==> src/rsi_sqrt_cell.sv <==
// One digit-by-digit square root cell: resolves one root bit per cycle while en_i is high.
// Standalone; chained by the top level.
module rsi_sqrt_cell #(
  parameter int RW = 66,
  parameter int SW = 8
) (
  input  logic              clk_i,
  input  logic              rst_ni,
  input  logic              en_i,
  input  logic              valid_i,
  input  logic [RW+1:0]     rem_i,
  input  logic [2*RW-1:0]   rad_i,
  input  logic [RW-1:0]     root_i,
  input  logic [SW-1:0]     side_i,
  output logic              valid_o,
  output logic [RW+1:0]     rem_o,
  output logic [2*RW-1:0]   rad_o,
  output logic [RW-1:0]     root_o,
  output logic [SW-1:0]     side_o
);

  logic [RW+3:0] cur;
  logic [RW+3:0] trial;
  logic [RW+3:0] diff;
  logic          take;
  logic          valid_q;
  logic [RW+1:0] rem_q;
  logic [2*RW-1:0] rad_q;
  logic [RW-1:0] root_q;
  logic [SW-1:0] side_q;

  always_comb begin
    cur   = {rem_i, rad_i[2*RW-1 -: 2]};
    trial = {2'b00, root_i, 2'b01};
    take  = cur >= trial;
    diff  = cur - trial;
  end

  always_ff @(posedge clk_i or negedge rst_ni) begin
    if (!rst_ni) begin
      valid_q <= 1'b0;
    end else if (en_i) begin
      valid_q <= valid_i;
    end
  end

  always_ff @(posedge clk_i) begin
    if (en_i) begin
      rem_q  <= take ? diff[RW+1:0] : cur[RW+1:0];
      root_q <= {root_i[RW-2:0], take};
      rad_q  <= {rad_i[2*RW-3:0], 2'b00};
      side_q <= side_i;
    end
  end

  assign valid_o = valid_q;
  assign rem_o   = rem_q;
  assign rad_o   = rad_q;
  assign root_o  = root_q;
  assign side_o  = side_q;

endmodule

==> config.mk <==
export PLATFORM = sky130hd
export DESIGN_NAME = rsi_sqrt_cell
export DESIGN_NICKNAME = d
export VERILOG_FILES = /design/src/rsi_sqrt_cell.sv
export SDC_FILE = /design/constraint.sdc
export NUM_CORES = 1
export LEC_CHECK = 0
export BUFFER_PORTS_ARGS = -buffer_cell sky130_fd_sc_hd__buf_2
export CAP_MARGIN = 20
export CORE_AREA = 2 2 214 216
export DETAILED_ROUTE_END_ITERATION = 7
export DIE_AREA = 0 0 216 218
export MAX_ROUTING_LAYER = met4
export PLACE_DENSITY = 0.66
export SLEW_MARGIN = 10
export SYNTH_ARGS = -nofsm -noshare
export SYNTH_HDL_FRONTEND = slang
export SYNTH_SLANG_ARGS = --single-unit
==> constraint.sdc <==
create_clock -name clk_i -period 2.2 [get_ports clk_i]
set_input_delay 0.11 -clock clk_i [delete_from_list [all_inputs] [get_ports clk_i]]
set_output_delay 0.11 -clock clk_i [all_outputs]
set_load 0.02 [all_outputs]
# After elaboration in Yosys (flattened, before gate mapping)
# Index checks and enable logic that the tools add are counted.
[word_totals]
in_bits = 278
output_inout_bits = 275
wordCells = 8
regBits = 273
[classes]
n_mux = 1
order_cmp = 1
n_addsub = 1
[ops]
columns = ["cell", "n"]
rows = [
  ["$ge 70x68->1", 1],
  ["$mux 68", 1],
  ["$sub 68x68->68", 1],
]

# Logic depth before layout (Yosys ltp)
# Gate-level depths: netlist (run 1).
[depth]
ltp_word = 2
ltp_mapped = 15

# Worst setup path before layout (run 1)
# OpenSTA, ideal clock, no wires.
[synth_timing]
kind = "input -> register"
startpoint = "input root_i[21]"
endpoint = "register rem_q[15] (netlist: rem_o[15]), data pin"
setup_slack_ns = -0.537
stages = 14
path_buffers = 3
setup_time_ns = 0.262
arrival_ns = 2.475
cell_sequence = "inv_1 > ha_1 > buf_2 > a21o_1 > a21o_1 > a21oi_1 > o221ai_1 > a21oi_1 > o21ai_1 > o21ai_1 > and2_1 > buf_6 > buf_6 > mux2_1"
[synth_between]
elab_chain_cells = 2
[synth_lines]
columns = ["element", "line", "text"]
rows = [
  ["from (decl)", "13", "input logic [RW-1:0] root_i,"],
  ["$ge 70x68->1", "35", "take = cur >= trial;"],
  ["$mux 68", "49", "rem_q <= take ? diff[RW+1:0] : cur[RW+1:0];"],
  ["to (signal assigned)", "49", ""],
  ["to (decl)", "27", "logic [RW+1:0] rem_q;"],
]
# No other way between the ends.
# A chain may end at the register's enable or synchronous reset.

# Final worst setup path (run 1)
[layout_timing]
startpoint = "input root_i[16]"
endpoint = "register rem_q[38] (netlist: rem_o[38]), data pin"
[layout_between]
elab_chain_cells = 2
elab_cells_between_ends = 3
cone_classes = "add/sub (1); order compare (1); mux (1)"
[layout_lines]
columns = ["element", "line"]
rows = [
  ["$sub 68x68->68 / $ge 70x68->1 (equally long branches)", "36, 35"],
  ["$mux 68 *", "49"],
]
# Mark *: on every way between the ends. The rest lies on a longest branch, timed or not.

==> flow_summary.yaml, run 1 <==
yosys:
  synth_seq_cells: 273
  synth.distinct_cells: 69
  synth_top_cell_by_area: "edfxtp_1"
  synthTopCellsByArea: "edfxtp_1 (59%), ha_1 (6.1%), mux2_1 (4.3%)"
  async_reset_ff_frac: 0.003663
  synthTopCellsByCount: "edfxtp_1 (272), a21oi_1 (113), inv_1 (95)"
  synth_warnings: 0
  synth_edf_count: 272
  synth_flop_cell: "edfxtp_1"
  yosysMostFrequentCell: "edfxtp_1"
  syn_area_mm2: 0.01385
  synth_cells: 1139
  yosysSeqAreaShare: 0.5915
  syn_avg_cell_area_um2: 12.16
  synth_top_area_frac: 0.5897
clock_tree:
  h-tree-depth: 1
  cts-buffers-inserted: 31
  cts_sinks: 273
  cts_tree: "yes"
  worstSkewPairLatency_ns: 0.57
  cts.clk_slew.worst_paths_ns: 0.07
  cts_root_buffer: "clkbuf_16"
  cts_buffer_depth: 3
critical_path:
  crit_path_end: "rem_o[38]$_DFFE_PP_"
  reg2reg_to: "valid_o$_DFFE_PN0P_"
  critPathLaunchType: "input port"
  crit_type: "input port to flip-flop"
  end_kind: "flip-flop"
  crit_path_start: "root_i[16]"
  cp.required_ns: 2.52
  rrSetupSlack_ns: 1.37
  r2r_start: "valid_o$_DFFE_PN0P_"
  reg2reg_depth: 1
  path_max_fanout: 8
  worstPathArrival_ns: 2.63
floorplan:
  rows: 78
  dieArea_mm2: 0.04709
  initial_core_util: 0.3085
  die_h_um: 218
  core_mm2: 0.04489
  die_w_um: 216
  pin_count: 553
sta:
  fin_crit_ns: 2.309
  hold_viol: 0
  rsz0062_at_grt: "yes"
  final_max_slew_viol_count: 0
  worst_slack_ns: -0.1086
  setup_viol: 56
  fin_tns_setup_ns: -3.848
  clock.fmax_mhz: 433.2
  post-route-period-util: 1.049
  finalClockSkew_ns: 0
detailed_routing:
  first_pass_iters: 6
  ant_nets: 0
  first_iter_violations: 969
  post_drt_wl_per_cell_um: 20.05
  routed_wl_mm: 59.00
  vias_per_cell: 4.852
  via_count: 14280
  route.detailed.drc: 0
hold_path:
  hp-class: "input port to flip-flop"
pwr:
  power.density_mw_per_mm2: 665.9
  power_leakage_nw: 11.11
  vdd_drop_max_mv: 0.5764
placement:
  io_buffers: 550
  hpwl_mm: 41.02
  placed_area_mm2: 0.01984
  gp_routability_congestion: 0.9256
global_routing:
  grt_max_degree: 62
  grt_pass1_vias: 14740
  grt_overflow: 0
  grt_pass1_wl_mm: 85.39
  grt_util_all_layers: 0.2408
  antenna_found_initial: 8
finish:
  fillers: 3647
  drive_gt1_frac: 0.5143
  area_delta_synth_final_pct: 83.04
  fin_nets: 2658
  final_area_mm2: 0.02535
run_status:
  failed_checks: "setup timing"
  status: "finished, violations left"
run:
  drv_cap: 0
state kept, by name, indices dropped and copies added, names as in the netlist:
signal / cells
valid_o: 1
rem_o: 68
rad_o: 130
side_o: 8
root_o: 66
metal layers:
metal  routed length, µm  share of wire  vias up  global-route usage
met5                   0              0        -                   -
met3                3365          0.057      174             0.03598
met2               30260           0.51      604              0.4288
li1                    -              -     6593                   -
met1               22140           0.38     6909              0.2663
met4                3234          0.055        0              0.1105
cells in the final DEF, fill, tap and decap left out, types with 6 or more instances in the layout:
master,netlist,final
a21o_1,21,21
a21oi_1,113,82
a21oi_2,0,25
a21oi_4,0,6
buf_12,0,11
buf_2,19,511
buf_4,4,348
buf_6,7,40
buf_8,0,8
clkbuf_16,0,34
clkinv_1,0,6
clkinvlp_4,0,8
diode_2,0,8
dlygate4sd3_1,0,273
edfxtp_1,272,272
ha_1,68,32
ha_4,0,34
inv_1,95,69
inv_2,0,14
inv_4,0,7
inv_6,0,7
mux2_4,0,52
nand2_1,69,61
nand2b_1,11,8
nand3_1,23,21
nand4_1,39,39
nor2_1,54,43
nor2_2,0,10
nor3_1,15,8
o21a_1,11,11
o21ai_0,50,30
o21ai_1,15,19
o21ai_2,0,12
o21bai_1,13,13
xnor2_1,44,43
xor2_1,18,17
stage by stage:
| step | total power, W | instances | worst slack [ns] | util | hold slack (ns) |
|---|---|---|---|---|---|
| global route | 0.01753 | 2943 | -0.1559 | 0.5647 | 0.05039 |
| finish | 0.01688 | 2943 | -0.1086 | 0.5647 | 0.04883 |
| floorplan | 0.008846 | 1140 | -0.3467 | - | -0.1856 |
| CTS | 0.01664 | 2921 | -0.1169 | 0.5498 | 0.02652 |
| detailed placement | 0.01091 | 2549 | -1.073 | 0.4419 | -0.1109 |
| global placement | 0.01087 | 2549 | -1.005 | 0.4419 | -0.1144 |
area by class of cell:
type	instances	area, µm²	share of cell area
multi-input cells	716	6228	0.2457
clock buffers	33	783.3	0.03090
inverters	95	406.6	0.01604
clock inverters	23	173.9	0.006860
flip-flops and latches	273	8193	0.3232
well taps	600	750.7	0.02961
diodes	8	20.02	0.0007897
repair buffers	1195	8796	0.3470
how the worst min path moves through the flow:
stage	start	end	slack, ns	cells after the start
6_report	rad_i[131]	rem_o[1]$_DFFE_PP_	0.05	4
5_1_grt	rad_i[131]	rem_o[1]$_DFFE_PP_	0.05	4
4_1_cts	rad_i[131]	rem_o[1]$_DFFE_PP_	0.03	4
3_5_place_dp	rst_ni	valid_o$_DFFE_PN0P_	-0.11	1
3_3_place_gp	rst_ni	valid_o$_DFFE_PN0P_	-0.11	1
2_1_floorplan	rst_ni	valid_o$_DFFE_PN0P_	-0.19	0
power breakdown:
| group | internal, W | leakage (nW) | total, W | switching [W] |
|---|---|---|---|---|
| combinational | 0.00261 | 7.99 | 0.00537 | 0.00276 |
| sequential | 0.00637 | 2.67 | 0.00657 | 0.000194 |
| clock | 0.00271 | 0.445 | 0.00495 | 0.00224 |
| total | 0.0117 | 11.1 | 0.0169 | 0.00519 |
repair_timing:
action | in CTS | in global routing
pin swaps | 63 | 93
gates resized for setup | 172 | 142
buffers inserted | 45 | 20
cloned | 3 | 3
hold buffers | 273 | 0
setup endpoints to repair | 69 | 69
hold endpoints to repair | 302 | 0
cell families after synthesis:
logic type	count (synthesis)	synth area share
muxes	55	0.04462
DFF	273	0.5915
other	1	0.0002707
buffers and inverters	151	0.04752
xor gates and xnor gates	62	0.03921
and+or+nand+nor	247	0.08799
adders and majority gates	68	0.06143
AOI/OAI and AO/OA	282	0.1275
critical path, cell delays in order:
cell and delay (ns):
buf_2 0.10, inv_2 0.06, ha_4 0.30, nand4_1 0.19
nor2_2 0.21, nand2_2 0.11, or3_4 0.37, o22ai_2 0.12
nor2_2 0.07, o21a_1 0.20, and2_4 0.17, buf_4 0.16
buf_16 0.15, mux2_1 0.32
Note: power is estimated with default switching activity, not from simulation.
==> inputs of run 2 (changes only) <==
--- a/config.mk
+++ b/config.mk
@@ -16,3 +16,4 @@
 export SYNTH_ARGS = -nofsm -noshare
 export SYNTH_HDL_FRONTEND = slang
 export SYNTH_SLANG_ARGS = --single-unit
+export TNS_END_PERCENT = 20
==> run 2 against run 1 <==
Compared with the run above: critical path type unchanged; sequential share of layout area barely moved; the flow still finishes with violations (setup timing); worst setup slack got worse by 0.034 ns; core utilization fell by 0.056 points; critical endpoint is now rem_o[67]$_DFFE_PP_; count of clock-buffer cells in the layout rose by 13; sequential power barely moved; highest routed layer unchanged; clock skew did not move; fmax fell by 1.4%; register-to-register slack improved by 0.07 ns.
==> flow_summary.yaml, run 2 (synthesized netlist as in run 1, its figures left out) <==
run_status:
  status: "finished, violations left"
  failed_checks: "setup timing"
critical_path:
  slowest_delay_ns: 0.34
  cp.required_ns: 2.50
  crit_path_cell_trace: "buf_8, inv_4, ha_4, buf_6, nand4_1, buf_6, nor3_4, o21ai_4, nand4b_1, a21oi_4, o21ai_2, o21ai_2, and2_4, buf_12, clkbuf_16, a221o_1"
  worstPathArrival_ns: 2.64
  critPathLaunchType: "input port"
  path_max_fanout: 7
  end_kind: "flip-flop"
  crit_type: "input port to flip-flop"
  crit_slowest_cell: "a221o_1"
global_routing:
  use_met3: 0.03961
  busiest_layer: "met2"
  met1_usage: 0.2625
  grt_pass1_vias: 14950
  grt_pass1_wl_mm: 86.11
  grt_max_degree: 81
  grt_overflow: 0
  grt_util_all_layers: 0.2489
  antenna_found_initial: 8
  grtUsageMet2: 0.4368
placement:
  io_buffers: 550
  gp_routability_congestion: 0.9540
  dp_worst_setup_slack_ns: -1.137
  placed_area_mm2: 0.01977
  hpwl_mm: 41.72
clock_tree:
  cts_buffer_depth: 3
  cts-buffers-inserted: 34
  cts.clk_slew.worst_paths_ns: 0.06
  cts_tree: "yes"
  worstSkewPairLatency_ns: 0.53
  cts_root_buffer: "clkbuf_16"
  h-tree-depth: 2
  cts_sinks: 273
sta:
  setup_viol: 60
  hold_viol: 0
  finalClockSkew_ns: 0
  rsz0062_at_grt: "yes"
  post-route-period-util: 1.065
  fin_crit_ns: 2.342
  clock.fmax_mhz: 426.9
  worst_slack_ns: -0.1425
  final_max_slew_viol_count: 0
  fin_tns_setup_ns: -6.255
finish:
  largest_register_ffs: 130
  fin_nets: 2660
  final_common_cell: "buf_2"
  area_delta_synth_final_pct: 82.85
  final_area_mm2: 0.02533
  drive_gt1_frac: 0.5032
  final_cell_mix: "buf_2 (523), buf_4 (347), edfxtp_1 (272)"
detailed_routing:
  routed_wl_mm: 60.44
  vias_per_cell: 4.878
  first_pass_iters: 6
  first_iter_violations: 1049
  via_count: 14380
  ant_nets: 0
  route.detailed.drc: 0
  post_drt_wl_per_cell_um: 20.51
pwr:
  power.density_mw_per_mm2: 683.7
  total_power_w: 0.01732
  vdd_drop_max_mv: 0.5160
  power_leakage_nw: 11.14
floorplan:
  core_mm2: 0.04489
  rows: 78
  dieArea_mm2: 0.04709
  initial_core_util: 0.3085
  die_w_um: 216
  pin_count: 553
  die_h_um: 218
run:
  drv_cap: 0
hold_path:
  hp-class: "input port to flip-flop"
[run 2: critical path, delay by kind of cell]
family                   cells  cell delay (ns)
buffers and inverters        6             0.70
adder cells (fa/ha/maj)      1             0.26
AO/OA/AOI/OAI                5             0.82
AND/OR/NAND/NOR              4             0.74
[run 2: routing by layer]
metal,up-vias,part of all wire
li1,6592,-
met1,6966,0.37
met2,628,0.51
met3,190,0.054
met4,0,0.061
met5,-,0
[run 2: power breakdown]
part,switching [W],total (W),internal (W)
registers,0.000183,0.00656,0.00637
clock network,0.00229,0.00538,0.00309
logic,0.00280,0.00538,0.00258
total,0.00527,0.0173,0.0120
[run 2: final cells by class]
class / count / area, µm²
clock inverters: 15 / 135.1
fillers: 3634 / 19570
multi-input cells: 716 / 6188
inverters: 95 / 401.6
repair buffers: 1194 / 8721
flip-flops and latches: 273 / 8193
diodes: 8 / 20.02
well taps: 600 / 750.7
clock buffers: 46 / 917.1
[run 2: final timing paths]
kind,endpoint,startpoint,cells after the start,slack (ns)
min in group asynchronous,valid_o$_DFFE_PN0P_,rst_ni,3,0.48
setup reg to reg,valid_o$_DFFE_PN0P_,valid_o$_DFFE_PN0P_,1,1.44
hold reg to reg,valid_o$_DFFE_PN0P_,valid_o$_DFFE_PN0P_,1,0.54
max in group asynchronous,valid_o$_DFFE_PN0P_,rst_ni,3,1.59
setup / recovery,rem_o[67]$_DFFE_PP_,root_i[8],16,-0.14
hold / removal,rem_o[44]$_DFFE_PP_,rem_i[42],4,0.009
[run 2: through the flow]
| step | hold WS (ns) | util | std cells |
|---|---|---|---|
| 2_1_floorplan | -0.1856 | - | 1140 |
| 3_3_place_gp | -0.09707 | 0.4404 | 2552 |
| 3_5_place_dp | -0.09574 | 0.4404 | 2552 |
| 4_1_cts | -0.1407 | 0.5542 | 2930 |
| 5_1_grt | 0.02003 | 0.5642 | 2947 |
| 6_report | 0.009063 | 0.5642 | 2947 |
[run 2: what timing repair did]
| item | in CTS | in global routing |
|---|---|---|
| pin swaps | 48 | 31 |
| endpoints found under the hold margin | 300 | 1 |
| gates resized for setup | 197 | 80 |
| setup endpoints to repair | 67 | 67 |
| gates cloned | 3 | 3 |
| setup buffers | 46 | 6 |
| hold buffers | 270 | 1 |
